### src/rtl/core/bmp_pkg.sv
// ----------------------------------------------------------------------------
// bmp_pkg: shared types and constants
// Widths, status codes and the controller-to-datapath command set for the
// binomial coefficient core.
// ----------------------------------------------------------------------------
package bmp_pkg;

  localparam int unsigned TableDepth = 65536;
  localparam int unsigned AddrW      = $clog2(TableDepth);
  localparam int unsigned DataW      = 31;
  localparam int unsigned ArgW       = 16;
  localparam logic [DataW-1:0] ModulusReset = 31'd1000000007;

  localparam logic [1:0] RegModulus = 2'd0;

  localparam logic [1:0] StatusOk       = 2'd0;
  localparam logic [1:0] StatusRange    = 2'd1;
  localparam logic [1:0] StatusNotBuilt = 2'd2;

  localparam logic ActionBuild = 1'b0;
  localparam logic ActionQuery = 1'b1;

  typedef enum logic [3:0] {
    CMD_NOP,
    CMD_LOAD,       // latch request arguments, clear counters
    CMD_BUILD_INIT, // f = 1 mod m, write entry 0
    CMD_BUILD_MUL,  // start f * i
    CMD_BUILD_WR,   // write f into entry i, advance i
    CMD_RD_N,       // issue table read of entry n
    CMD_RD_R,       // issue read of entry r, capture fact[n]
    CMD_RD_NR,      // issue read of entry n-r, capture fact[r]
    CMD_CAP_NR,     // capture fact[n-r], set up exponentiation
    CMD_EXP_MUL,    // start next exponentiation product
    CMD_EXP_ADV,    // take product, step exponent
    CMD_FIN_MUL1,   // start fn * inv_r
    CMD_FIN_MUL2    // start t * inv_nr
  } cmd_t;

  typedef struct packed {
    logic mul_done;   // modular multiplier finished
    logic build_last; // index reached the last entry
    logic exp_last;   // exponent walk finished
    logic exp_second; // working on the second inverse
  } status_t;

endpackage

### src/rtl/core/bmp_ctrl.sv
// ----------------------------------------------------------------------------
// bmp_ctrl: sequencing state machine
// Accepts requests, checks the arguments, steps the datapath through build
// or query and issues the one-cycle result strobe.
// ----------------------------------------------------------------------------
module bmp_ctrl (
  input  logic                     clk,
  input  logic                     rst_n,
  input  logic                     start,
  input  logic                     action,
  input  logic [bmp_pkg::ArgW-1:0] n_value,
  input  logic [bmp_pkg::ArgW-1:0] r_value,
  input  bmp_pkg::status_t         status,
  output bmp_pkg::cmd_t            cmd,
  output logic                     busy,
  output logic                     out_valid,
  output logic [1:0]               out_status,
  output logic                     out_zero
);

  typedef enum logic [3:0] {
    S_IDLE, S_B_INIT, S_B_MUL, S_B_WAIT, S_Q_RDN, S_Q_RDR, S_Q_RDNR, S_Q_CAP,
    S_E_MUL, S_E_WAIT, S_F_MUL1, S_F_WAIT1, S_F_WAIT2, S_F_OUT, S_DONE
  } state_t;

  state_t     state_r;
  logic       ready_r;
  logic       valid_r;
  logic [1:0] st_r;
  logic       zero_r;
  logic       range_bad;

  assign range_bad = (r_value > n_value) ||
                     (32'(n_value) >= 32'(bmp_pkg::TableDepth));

  always_comb begin
    cmd = bmp_pkg::CMD_NOP;
    case (state_r)
      S_IDLE:    cmd = start ? bmp_pkg::CMD_LOAD : bmp_pkg::CMD_NOP;
      S_B_INIT:  cmd = bmp_pkg::CMD_BUILD_INIT;
      S_B_MUL:   cmd = bmp_pkg::CMD_BUILD_MUL;
      S_B_WAIT:  cmd = status.mul_done ? bmp_pkg::CMD_BUILD_WR : bmp_pkg::CMD_NOP;
      S_Q_RDN:   cmd = bmp_pkg::CMD_RD_N;
      S_Q_RDR:   cmd = bmp_pkg::CMD_RD_R;
      S_Q_RDNR:  cmd = bmp_pkg::CMD_RD_NR;
      S_Q_CAP:   cmd = bmp_pkg::CMD_CAP_NR;
      S_E_MUL:   cmd = bmp_pkg::CMD_EXP_MUL;
      S_E_WAIT:  cmd = status.mul_done ? bmp_pkg::CMD_EXP_ADV : bmp_pkg::CMD_NOP;
      S_F_MUL1:  cmd = bmp_pkg::CMD_FIN_MUL1;
      S_F_WAIT1: cmd = status.mul_done ? bmp_pkg::CMD_FIN_MUL2 : bmp_pkg::CMD_NOP;
      default:   cmd = bmp_pkg::CMD_NOP;
    endcase
  end

  always_ff @(posedge clk) begin
    if (!rst_n) begin
      state_r <= S_IDLE;
      ready_r <= 1'b0;
      valid_r <= 1'b0;
      st_r    <= bmp_pkg::StatusOk;
      zero_r  <= 1'b1;
    end else begin
      valid_r <= 1'b0;
      case (state_r)
        S_IDLE: begin
          if (start) begin
            if (action == bmp_pkg::ActionBuild) begin
              state_r <= S_B_INIT;
            end else if (!ready_r) begin
              st_r    <= bmp_pkg::StatusNotBuilt;
              zero_r  <= 1'b1;
              state_r <= S_DONE;
            end else if (range_bad) begin
              st_r    <= bmp_pkg::StatusRange;
              zero_r  <= 1'b1;
              state_r <= S_DONE;
            end else begin
              state_r <= S_Q_RDN;
            end
          end
        end
        S_B_INIT: state_r <= S_B_MUL;
        S_B_MUL:  state_r <= S_B_WAIT;
        S_B_WAIT: begin
          if (status.mul_done) begin
            if (status.build_last) begin
              ready_r <= 1'b1;
              st_r    <= bmp_pkg::StatusOk;
              zero_r  <= 1'b1;
              state_r <= S_DONE;
            end else begin
              state_r <= S_B_MUL;
            end
          end
        end
        S_Q_RDN:  state_r <= S_Q_RDR;
        S_Q_RDR:  state_r <= S_Q_RDNR;
        S_Q_RDNR: state_r <= S_Q_CAP;
        S_Q_CAP:  state_r <= S_E_MUL;
        S_E_MUL:  state_r <= S_E_WAIT;
        S_E_WAIT: begin
          if (status.mul_done) begin
            if (status.exp_last && status.exp_second) state_r <= S_F_MUL1;
            else state_r <= S_E_MUL;
          end
        end
        S_F_MUL1:  state_r <= S_F_WAIT1;
        S_F_WAIT1: if (status.mul_done) state_r <= S_F_WAIT2;
        S_F_WAIT2: begin
          if (status.mul_done) begin
            st_r    <= bmp_pkg::StatusOk;
            zero_r  <= 1'b0;
            state_r <= S_F_OUT;
          end
        end
        S_F_OUT: begin
          valid_r <= 1'b1;
          state_r <= S_IDLE;
        end
        S_DONE: begin
          valid_r <= 1'b1;
          state_r <= S_IDLE;
        end
        default: state_r <= S_IDLE;
      endcase
    end
  end

  assign busy       = (state_r != S_IDLE);
  assign out_valid  = valid_r;
  assign out_status = st_r;
  assign out_zero   = zero_r;

endmodule

### config.mk
export PLATFORM = sky130hd
export DESIGN_NAME = bmp_ctrl
export DESIGN_NICKNAME = d
export VERILOG_FILES = /design/src/rtl/core/bmp_pkg.sv /design/src/rtl/core/bmp_ctrl.sv
export SDC_FILE = /design/constraint.sdc
export NUM_CORES = 1
export LEC_CHECK = 0
export BUFFER_PORTS_ARGS = -buffer_cell sky130_fd_sc_hd__buf_2
export CORE_MARGIN = 2
export CORE_UTILIZATION = 45
export CTS_BUF_LIST = sky130_fd_sc_hd__clkbuf_16
export DETAILED_ROUTE_END_ITERATION = 12
export PLACE_DENSITY = 0.81
export RECOVER_POWER = 25
export SLEW_MARGIN = 20
export SYNTH_ARGS = -nofsm -noshare
export SYNTH_HDL_FRONTEND = slang
export SYNTH_SLANG_ARGS = --single-unit
### constraint.sdc
create_clock -name clk -period 3.6 [get_ports clk]
set_input_delay 0.36 -clock clk [delete_from_list [all_inputs] [get_ports clk]]
set_output_delay 0.36 -clock clk [all_outputs]
set_load 0.05 [all_outputs]
## Yosys cells after proc, flatten, opt, wreduce, memory -nomap -nowiden

Cells that the tools add are included.

| word-level totals | value |
|---|---|
| output and inout port bits | 9 |
| register bits after elaboration | 9 |
| logic and storage cells | 69 |

| operators by class | value |
|---|---|
| reduce and logical (&&, ||, !) cells | 8 |
| eq/ne operators | 22 |
| $lt $le $gt $ge | 1 |
| mux-type cells | 33 |

Operator list:

| cell | number |
|---|---|
| $pmux 4 s13 | 1 |
| $pmux 4 s12 | 1 |
| $mux 4 | 11 |
| $eq 4x4->1 const B | 7 |
| $eq 4x3->1 const B | 4 |
| $gt 16x16->1 | 1 |
| $mux 2 | 8 |
| $ne 2x2->1 const B | 7 |
| $mux 1 | 9 |
| $eq 4x2->1 const B | 2 |
| $reduce_and 7->1 | 1 |
| $pmux 2 s3 | 1 |
| $reduce_and 5->1 | 1 |
| $eq 4x1->1 const B | 1 |
| $logic_not 4->1 | 1 |
| $reduce_bool 4->1 | 1 |
| $mux 3 | 1 |
| $ne 3x3->1 const B | 1 |
| $pmux 1 s3 | 1 |
| $reduce_and 3->1 | 1 |
| $reduce_bool 3->1 | 1 |
| $reduce_or 2->1 | 1 |
| $logic_and 1x1->1 | 1 |

## Longest topological paths before layout

Gate-level depths: netlist (run 1).

| depth | value |
|---|---|
| word-level depth | 6 |
| mapped depth | 8 |

## Worst setup path before layout (run 1)

OpenSTA, ideal clock, no wires.

| timing path | value |
|---|---|
| kind | register -> output |
| from | register state_r[3] |
| to | output port cmd[0] |
| data required time | 3,240 ps |
| cell stages (with the launch flop) | 5 |
| data arrival time | 1,963 ps |
| slack | 1,277 ps |
| buffers on the path | 2 |
| cells stage by stage | dfxtp_1 > clkbuf_1 > clkbuf_1 > nor4_1 > nor3_1 |

| between the ends | value |
|---|---|
| longest elaborated chain between the ends | 2 |
| elaborated cells on any way between the ends | 13 |

RTL lines:

| item | line | source |
|---|---|---|
| from (decl) | bmp_ctrl.sv:26 | `state_t state_r;` |
| from (signal assigned) | bmp_ctrl.sv:57 | `state_r <= S_IDLE;` |
| from (signal assigned) | bmp_ctrl.sv:68 | `state_r <= S_B_INIT;` |
| from (signal assigned) | bmp_ctrl.sv:72 | `state_r <= S_DONE;` |
| $eq 4x4->1, or another cell as far along | bmp_ctrl.sv:38 | `case (state_r)` |
| $pmux 4 s12 (*) | bmp_ctrl.sv:38 |  |
| to (decl) | bmp_ctrl.sv:14 | `output bmp_pkg::cmd_t cmd,` |

Every way passes the cells marked *; elsewhere a longest branch is shown, timed or not.

## Final worst setup path (run 1)

| timing path | value |
|---|---|
| from | register state_r[1] |
| to | register st_r[0], in the netlist out_status[0] |

| between the ends | value |
|---|---|
| longest elaborated chain between the ends | 3 |
| elaborated cells on any way between the ends | 12 |

RTL lines:

| item | line | source |
|---|---|---|
| $eq 4x2->1, or another cell as far along | bmp_ctrl.sv:64 | `case (state_r)` |
| $ne 2x2->1 (no source line), or another cell as far along | -- |  |
| $reduce_and 7->1 (no source line) | -- |  |
| to (signal assigned) | bmp_ctrl.sv:60 | `st_r <= bmp_pkg::StatusOk;` |
| to (signal assigned) | bmp_ctrl.sv:70 | `st_r <= bmp_pkg::StatusNotBuilt;` |
| to (signal assigned) | bmp_ctrl.sv:74 | `st_r <= bmp_pkg::StatusRange;` |
| to (decl) | bmp_ctrl.sv:29 | `logic [1:0] st_r;` |

Parallel ways exist; a longest one is shown, timed or not.
A chain may end at the register's enable or synchronous reset.

==> flow_metrics.tcl, run 1 <==
set metrics [dict create \
    status "finished clean" \
    drtPass1Iterations 4 \
    gp_congestion 0.900 \
    min_to "out_zero" \
    ys_seq_elements 9 \
    layout.cells.non_filler 224 \
    start_kind "register" \
    clockPowerShare_pct 19.0 \
    ff2ff_path_depth 6 \
    area_growth_pct 31.9 \
    design.die.area_um2 2700 \
    cts-buffers-inserted 3 \
    slew_viol_final 0 \
    ys_top_cells_by_count "inv_1 (18), a21oi_1 (16), ha_1 (16), nand2_1 (12), nor2_1 (12)" \
    core_region_area_um2 2190 \
    cts-root-buf "clkbuf_16" \
    synth_top_cell_by_area "ha_1" \
    rows 17 \
    hpwl_mm 2.26 \
    drtIter0Drc 62 \
    finalClockSkew_ns 0.00331 \
    path_delay_family "simple AND/OR/NAND/NOR gates" \
    power.leakage_nw 0.692 \
    max-vdd-ir-drop_mv 0.433 \
    vias 1253 \
    clockBufferDepth 2 \
    drt-vias-per-instance 5.59 \
    avgRoutedWirePerCell_um 12.8 \
    grt_antenna_before_repair 0 \
    top_layer "met4" \
    synth_edf_count 0 \
    synthFlopType "dfxtp_1" \
    fin_crit_sh_pct 65.7 \
    globalRouteOverflowTotal 0 \
    ys_top_cells_by_area "ha_1 (19%), dfxtp_1 (17%), a21oi_1 (7.7%)" \
    wl_met2_mm 1.55 \
    min_from "rst_n" \
    p_switching_mw 0.528 \
    wl_met3_um 182 \
    finalHoldViolCount 0 \
    setup_tns_ns 0 \
    max_freq_ghz 0.423 \
    cp.required_ns 3.71 \
    io_pins 49 \
    crit_arrival_ns 2.47 \
    cts_setup_buffers 0 \
    cp_slowest_stage_delay_ns 0.60 \
    ant_nets 0 \
    rrSetupSlack_ns 1.24 \
    synth_top_area_share_pct 19.3 \
    crit_type "reg -> reg" \
    grt_max_degree 19 \
    cts_tree "built" \
    power.density_nw_per_um2 742 \
    die_h_um 52.0 \
    final_util_pct 62.4 \
    grt_usage_pct 24.1 \
    die_w_um 52.0 \
    synthesis.nets 205 \
    switching_share_pct 52.1 \
    hp-class "in -> reg" \
    initial_core_util_pct 47.3 \
    cap_viol_max_count 0 \
    nets 253 \
    htreeDepth 1 \
    rsz0062_at_grt "false" \
    clkTransAtPathRegs_ns 0.04 \
    cts.sinks 9 \
    wl_met1_mm 1.08 \
    ys_seq_area_share_pct 17.4 \
    grt_pass1_wl_mm 5.08 \
    seq_power_share_pct 21.5 \
    yosysWarnings 0 \
    diodes 0 \
    drt-total-wl_mm 2.87 \
    netlist_area_um2 1040 \
    drive_above_1_share_pct 25.5 \
    synth_area_per_cell_um2 6.95 \
    crit_chain "nand2_1 > nor3_1 > a21oi_1 > and4_1 > and3_1 > or3_1" \
    reg2reg_to "out_status[0]" \
    worstMarginPinSlew_ns 0.611 \
    r2r_start "state_r[1]" \
    drc_errors 0 \
    cp_max_fo 14 \
    internal-power_mw 0.486 \
    slew_headroom_pct 59.4 \
    yosysMostFrequentCell "inv_1" \
    fin_crit_ns 2.36 \
    holdPathStages 2 \
    ys_async_sr_fraction_pct 0 \
    dp.cells 220 \
    portBuffers 48 \
    cp_slowest_cell "dfxtp_1" \
    crit_path_end_kind "register" \
    synth.distinct_cells 35 \
    cts_hold_buf 0 \
    critPathBufInv 0 \
    synthCells 149 \
    ctsResizeCount 0 \
    first_global_vias 1288 \
    finalSetupViolCount 0 \
    pwr-share-comb_pct 59.5 \
    insertion_delay_ns 0.23 \
]
## power groups by stage
stage                     sequential [mW]  clock, mW  combinational, mW
final                               0.218      0.193              0.603
after CTS                           0.214      0.195              0.601
after global placement              0.214          0              0.575
after global routing                0.232      0.205              0.664
after detailed placement            0.214          0              0.589
after floorplan                     0.172          0              0.507
## stage by stage
stage / power [mW] / hold slack, ns / instance area (um2) / setup slack [ns]
floorplan: 0.679 / 0.431 / 1040 / 1.28
detailed placement: 0.803 / 0.560 / 1290 / 1.13
global placement: 0.790 / 0.517 / 1290 / 1.25
CTS: 1.01 / 0.402 / 1370 / 1.31
global route: 1.10 / 0.429 / 1370 / 1.08
finish: 1.01 / 0.405 / 1370 / 1.24
## final cells by class
cell class | count | area, um2
Timing Repair Buffer | 48 | 235
Clock buffer | 3 | 75.1
Inverter | 18 | 67.6
Fill cell | 211 | 825
Tap cell | 28 | 35.0
Multi-Input combinational cell | 117 | 769
Clock inverter | 1 | 3.75
Sequential cell | 9 | 180
## state kept, by name, indices dropped and copies added, names as in the netlist
name        cells
out_status      2
out_valid       1
ready_r         1
out_zero        1
state_r         4
## routing by layer
layer	vias up	GRT usage (%)
li1	631	-
met1	557	25.0
met2	57	45.1
met3	8	5.46
met4	0	11.0
met5	-	0
## cell families after synthesis
logic type                 after synthesis  synth area share [%]
muxes                                    1                  1.09
AOI/OAI and AO/OA                       42                  24.6
xor gates and xnor gates                 1                 0.846
buffers and inverters                   23                  8.33
adders and majority gates               16                  19.3
DFF                                      9                  17.4
and+or+nand+nor                         57                  28.4
## cells in the final DEF (no fill, tap or decap), types with 2 or more instances in the layout
| master | n |
|---|---|
| ha_1 | 16 |
| nand3b_1 | 2 |
| nor3_1 | 8 |
| nand4_1 | 2 |
| nand3_1 | 3 |
| clkbuf_16 | 3 |
| dfxtp_1 | 9 |
| nand2b_1 | 3 |
| o21a_1 | 3 |
| a21oi_1 | 16 |
| o21ai_0 | 10 |
| nand2_1 | 12 |
| and3_1 | 3 |
| a211oi_1 | 3 |
| o221ai_1 | 2 |
| inv_1 | 19 |
| or3_1 | 2 |
| clkbuf_1 | 4 |
| nor2b_1 | 4 |
| nor2_1 | 12 |
| buf_2 | 44 |
## worst max-delay path by stage
stage | from | endpoint | cells past startpoint
4_1_cts | state_r[1] | out_status[0] | 6
6_report | state_r[1] | out_status[0] | 6
2_1_floorplan | state_r[3] | cmd[0] | 4
5_1_grt | state_r[1] | out_status[0] | 6
3_5_place_dp | n_value[13] | out_status[0] | 8
3_3_place_gp | n_value[15] | out_status[0] | 8
(Power assumes the default switching activity.)
==> run 2: changes to the inputs <==
--- a/config.mk
+++ b/config.mk
@@ -7,10 +7,10 @@
 export LEC_CHECK = 0
 export BUFFER_PORTS_ARGS = -buffer_cell sky130_fd_sc_hd__buf_2
 export CORE_MARGIN = 2
-export CORE_UTILIZATION = 45
+export CORE_UTILIZATION = 42
 export CTS_BUF_LIST = sky130_fd_sc_hd__clkbuf_16
 export DETAILED_ROUTE_END_ITERATION = 12
-export PLACE_DENSITY = 0.81
+export PLACE_DENSITY = 0.79
 export RECOVER_POWER = 25
 export SLEW_MARGIN = 20
 export SYNTH_ARGS = -nofsm -noshare
==> constraint.sdc (replaced) <==
create_clock -name clk -period 2.1 [get_ports clk]
set_input_delay 0.21 -clock clk [delete_from_list [all_inputs] [get_ports clk]]
set_output_delay 0.21 -clock clk [all_outputs]
set_load 0.05 [all_outputs]
==> flow_metrics.tcl, run 2 (synthesis results as in run 1) <==
set metrics [dict create \
    status "finished clean" \
    grt_util_met1_pct 25.9 \
    power.density_nw_per_um2 1300 \
    crit_path_end_kind "register" \
    pre_cts_slack_ns -0.170 \
    fillerInstances 207 \
    cp_slowest_cell "or4_4" \
    die_h_um 53.7 \
    grt_pass1_wl_mm 5.09 \
    drt-vias-per-instance 5.49 \
    cp-startpoint "state_r[1]" \
    gp_congestion 0.908 \
    cts-root-buf "clkbuf_16" \
    grt_busiest_layer "met2" \
    crit_arrival_ns 2.09 \
    worstMarginPinSlew_ns 0.614 \
    layout_commonest_cell "buf_2" \
    largest_reg_flops 4 \
    ff2ff_path_depth 6 \
    cp_slowest_stage_delay_ns 0.59 \
    clockBufferDepth 2 \
    finalClockSkew_ns 0.00397 \
    use_met3_pct 4.17 \
    cp.required_ns 2.21 \
    setup_tns_ns 0 \
    timing.hold.ws_ns 0.235 \
    cts.sinks 9 \
    r2r_start "state_r[1]" \
    grt_antenna_before_repair 0 \
    globalRouteOverflowTotal 0 \
    start_kind "register" \
    rrSetupSlack_ns 0.12 \
    area_growth_pct 39.9 \
    hp-class "in -> reg" \
    cp_max_fo 8 \
    most-common-layout-cells "buf_2 (44), inv_1 (19), a21oi_1 (16), ha_1 (16)" \
    drc_errors 0 \
    power.leakage_nw 0.745 \
    drtPass1Iterations 4 \
    top_register "state_r" \
    rsz0062_at_grt "false" \
    reg2reg_to "out_status[0]" \
    diodes 0 \
    finalSetupViolCount 0 \
    cts-buffers-inserted 3 \
    cap_viol_max_count 0 \
    nets 262 \
    slew_headroom_pct 59.3 \
    htreeDepth 1 \
    rows 17 \
    fin_crit_ns 1.98 \
    design.die.area_um2 2880 \
    drt-total-wl_mm 2.89 \
    crit_type "reg -> reg" \
    clkTransAtPathRegs_ns 0.04 \
    crit_chain "or4_4 > a21oi_2 > a21oi_1 > and4_1 > and3_1 > or3_1" \
    drive_above_1_share_pct 30.7 \
    first_global_vias 1274 \
    io_pins 49 \
    critPathCapture "out_status[0]" \
    cts_tree "built" \
    slew_viol_final 0 \
    avgRoutedWirePerCell_um 12.4 \
    insertion_delay_ns 0.23 \
    ant_nets 0 \
    finalHoldViolCount 0 \
    hpwl_mm 2.29 \
    grtUsageMet2_pct 44.1 \
    fin_crit_sh_pct 94.2 \
    grt_max_degree 16 \
    core_region_area_um2 2280 \
    fin_ws_ns 0.122 \
    drtIter0Drc 33 \
    max-vdd-ir-drop_mv 0.956 \
    grt_usage_pct 23.4 \
    vias 1280 \
    max_freq_ghz 0.506 \
    die_w_um 53.7 \
    portBuffers 48 \
    initial_core_util_pct 45.5 \
]
-- run 2: changes by cell type in the layout (fill, tap and decap cells not counted) --
cell,delta
nor3_2,+2
dfxtp_1,-1
nor3_1,-2
dfxtp_2,+1
or4_1,-1
buf_4,+9
or4_4,+1
-- run 2: final cells by class --
type | count | area (um2) | share of cell area (%)
clock buffers | 3 | 75.1 | 5.18
clock inverters | 1 | 3.75 | 0.259
inverters | 18 | 67.6 | 4.66
multi-input cells | 117 | 783 | 54.1
flip-flops and latches | 9 | 181 | 12.5
well taps | 28 | 35.0 | 2.42
repair buffers | 57 | 303 | 20.9
-- run 2: where the power goes --
part           internal (mW)  switching [mW]  total, mW
combinational          0.456           0.810       1.27
clock                  0.249          0.0805      0.329
sequential             0.225          0.0578      0.283
-- run 2: critical path, delay by kind of cell (launching register included) --
family | cells | cell delay, ns
AND/OR/NAND/NOR | 4 | 1.32
flip-flops | 1 | 0.36
AO/OA/AOI/OAI | 2 | 0.17
-- run 2: how the worst min path moves through the flow --
stage / endpoint / slack (ns) / startpoint / cells past startpoint
floorplan: out_zero / 0.28 / rst_n / 1
finish: out_zero / 0.23 / rst_n / 2
global placement: out_zero / 0.47 / rst_n / 2
CTS: out_zero / 0.24 / rst_n / 2
detailed placement: out_zero / 0.48 / rst_n / 2
global route: out_zero / 0.26 / rst_n / 2
-- run 2: stage by stage --
stage                     instance area, um2  std cells  utilization (%)  total power, mW
after floorplan                         1040        149                -             1.17
after global placement                  1370        229             60.0             1.47
after detailed placement                1370        229             60.0             1.51
after CTS                               1440        233             63.4             1.85
after global routing                    1450        233             63.7             2.00
final                                   1450        233             63.7             1.88
-- run 2: timing repair --
action | in CTS | in global routing
buffers inserted | 0 | 0
setup endpoints to repair | 0 | 3
resized for setup | 0 | 3
hold buffers | 0 | 0
-- run 2: metal layers --
metal	vias to the layer above	part of all wire (%)
li1	646	-
met1	563	39
met2	63	52
met5	-	0
met3	8	7.4
met4	0	1.8
==> run 3: changes to the inputs <==
--- a/config.mk
+++ b/config.mk
@@ -8,7 +8,6 @@
 export BUFFER_PORTS_ARGS = -buffer_cell sky130_fd_sc_hd__buf_2
 export CORE_MARGIN = 2
 export CORE_UTILIZATION = 42
-export CTS_BUF_LIST = sky130_fd_sc_hd__clkbuf_16
 export DETAILED_ROUTE_END_ITERATION = 12
 export PLACE_DENSITY = 0.79
 export RECOVER_POWER = 25
==> flow_metrics.tcl, run 3 (synthesis results as in run 1) <==
set metrics [dict create \
    status "finished clean" \
    final_cell_area_um2 1390 \
    core_region_area_um2 2280 \
    power.density_nw_per_um2 1190 \
    grt_usage_pct 22.1 \
    cts-root-buf "clkbuf_4" \
    r2r_start "state_r[1]" \
    crit_cells 6 \
    initial_core_util_pct 45.5 \
    finalSetupViolCount 0 \
    cp_max_fo 8 \
    path_delay_family "simple AND/OR/NAND/NOR gates" \
    grt_pass1_wl_mm 4.86 \
    layout_commonest_cell "buf_2" \
    fin_crit_sh_pct 97.2 \
    drt-vias-per-instance 5.40 \
    ctsResizeCount 0 \
    diodes 0 \
    ff2ff_path_depth 6 \
    cp_slowest_cell "or4_4" \
    crit_path_end_kind "register" \
    drc_errors 0 \
    globalRouteOverflowTotal 0 \
    finalClockSkew_ns 0.00593 \
    cts.sinks 9 \
    cts_tree "built" \
    power.leakage_nw 0.711 \
    slew_viol_final 0 \
    holdPathStages 2 \
    clkTransAtPathRegs_ns 0.06 \
    largest_reg_flops 4 \
    portBuffers 48 \
    hpwl_mm 2.29 \
    critPathBufInv 0 \
    cts_setup_buffers 0 \
    avgRoutedWirePerCell_um 11.8 \
    finalHoldViolCount 0 \
    grt_antenna_before_repair 0 \
    design.die.area_um2 2880 \
    start_kind "register" \
    max-vdd-ir-drop_mv 0.741 \
    place_area_um2 1370 \
    drive_above_1_share_pct 29.8 \
    reg2reg_to "out_status[0]" \
    first_global_vias 1234 \
    top_register "state_r" \
    drt-total-wl_mm 2.76 \
    cts_hold_buf 0 \
    timing.hold.ws_ns 0.202 \
    crit_type "reg -> reg" \
    drtIter0Drc 31 \
    critPathCapture "out_status[0]" \
    cp_slowest_stage_delay_ns 0.61 \
    most-common-layout-cells "buf_2 (45), inv_1 (18), a21oi_1 (16), ha_1 (16)" \
    crit_chain "or4_4 > a21oi_2 > a21oi_1 > and4_1 > and3_1 > or3_1" \
    gp_congestion 0.908 \
    cts-buffers-inserted 3 \
    area_growth_pct 33.9 \
    io_pins 49 \
    vias 1258 \
    max_freq_ghz 0.490 \
    fillerInstances 219 \
    hp-class "in -> reg" \
    rrSetupSlack_ns 0.06 \
    cap_viol_max_count 0 \
    slew_headroom_pct 59.3 \
    fin_crit_ns 2.04 \
    ant_nets 0 \
    worstMarginPinSlew_ns 0.613 \
    nets 262 \
    drtPass1Iterations 4 \
    setup_tns_ns 0 \
    cp-startpoint "state_r[1]" \
    htreeDepth 1 \
    grt_max_degree 16 \
    rows 17 \
    crit_arrival_ns 2.19 \
    die_h_um 53.7 \
    cp.required_ns 2.25 \
    clockBufferDepth 2 \
    insertion_delay_ns 0.26 \
    final_util_pct 61.0 \
    die_w_um 53.7 \
]
run 3: cell count changes in the layout (fill, tap and decap cells not counted), sizes merged:
cell	previous run	this run
clkbuf	7	8
inv	19	18
run 3: report_power, final:
group,total [mW],internal [mW],switching (mW)
clock,0.133,0.0732,0.0596
combinational,1.25,0.448,0.799
sequential,0.277,0.222,0.0557
run 3: worst min-delay path by stage:
| stage | start | end | slack [ns] |
|---|---|---|---|
| 2_1_floorplan | rst_n | out_zero | 0.28 |
| 3_3_place_gp | rst_n | out_zero | 0.47 |
| 5_1_grt | rst_n | out_zero | 0.22 |
| 6_report | rst_n | out_zero | 0.20 |
| 3_5_place_dp | rst_n | out_zero | 0.48 |
| 4_1_cts | rst_n | out_zero | 0.20 |
run 3: per-stage QoR:
step / std cells / setup slack (ns) / power (mW)
final: 233 / 0.0588 / 1.66
after global routing: 233 / -0.00109 / 1.79
after CTS: 233 / 0.0867 / 1.64
after detailed placement: 229 / -0.170 / 1.51
after global placement: 229 / -0.0372 / 1.47
after floorplan: 149 / 0.0266 / 1.17
run 3: area by class of cell:
cell class | count | area (um2) | share of cell area [%]
Multi-Input combinational cell | 117 | 778 | 56.1
Sequential cell | 9 | 180 | 13.0
Inverter | 18 | 67.6 | 4.87
Tap cell | 28 | 35.0 | 2.52
Clock buffer | 4 | 26.3 | 1.89
Timing Repair Buffer | 57 | 300 | 21.6
run 3: metal layers:
metal / wire length, um / GRT usage [%] / up-vias
li1: - / - / 644
met3: 219 / 3.89 / 7
met2: 1390 / 40.0 / 63
met4: 40 / 6.41 / 0
met5: 0 / 0 / -
met1: 1110 / 26.1 / 544
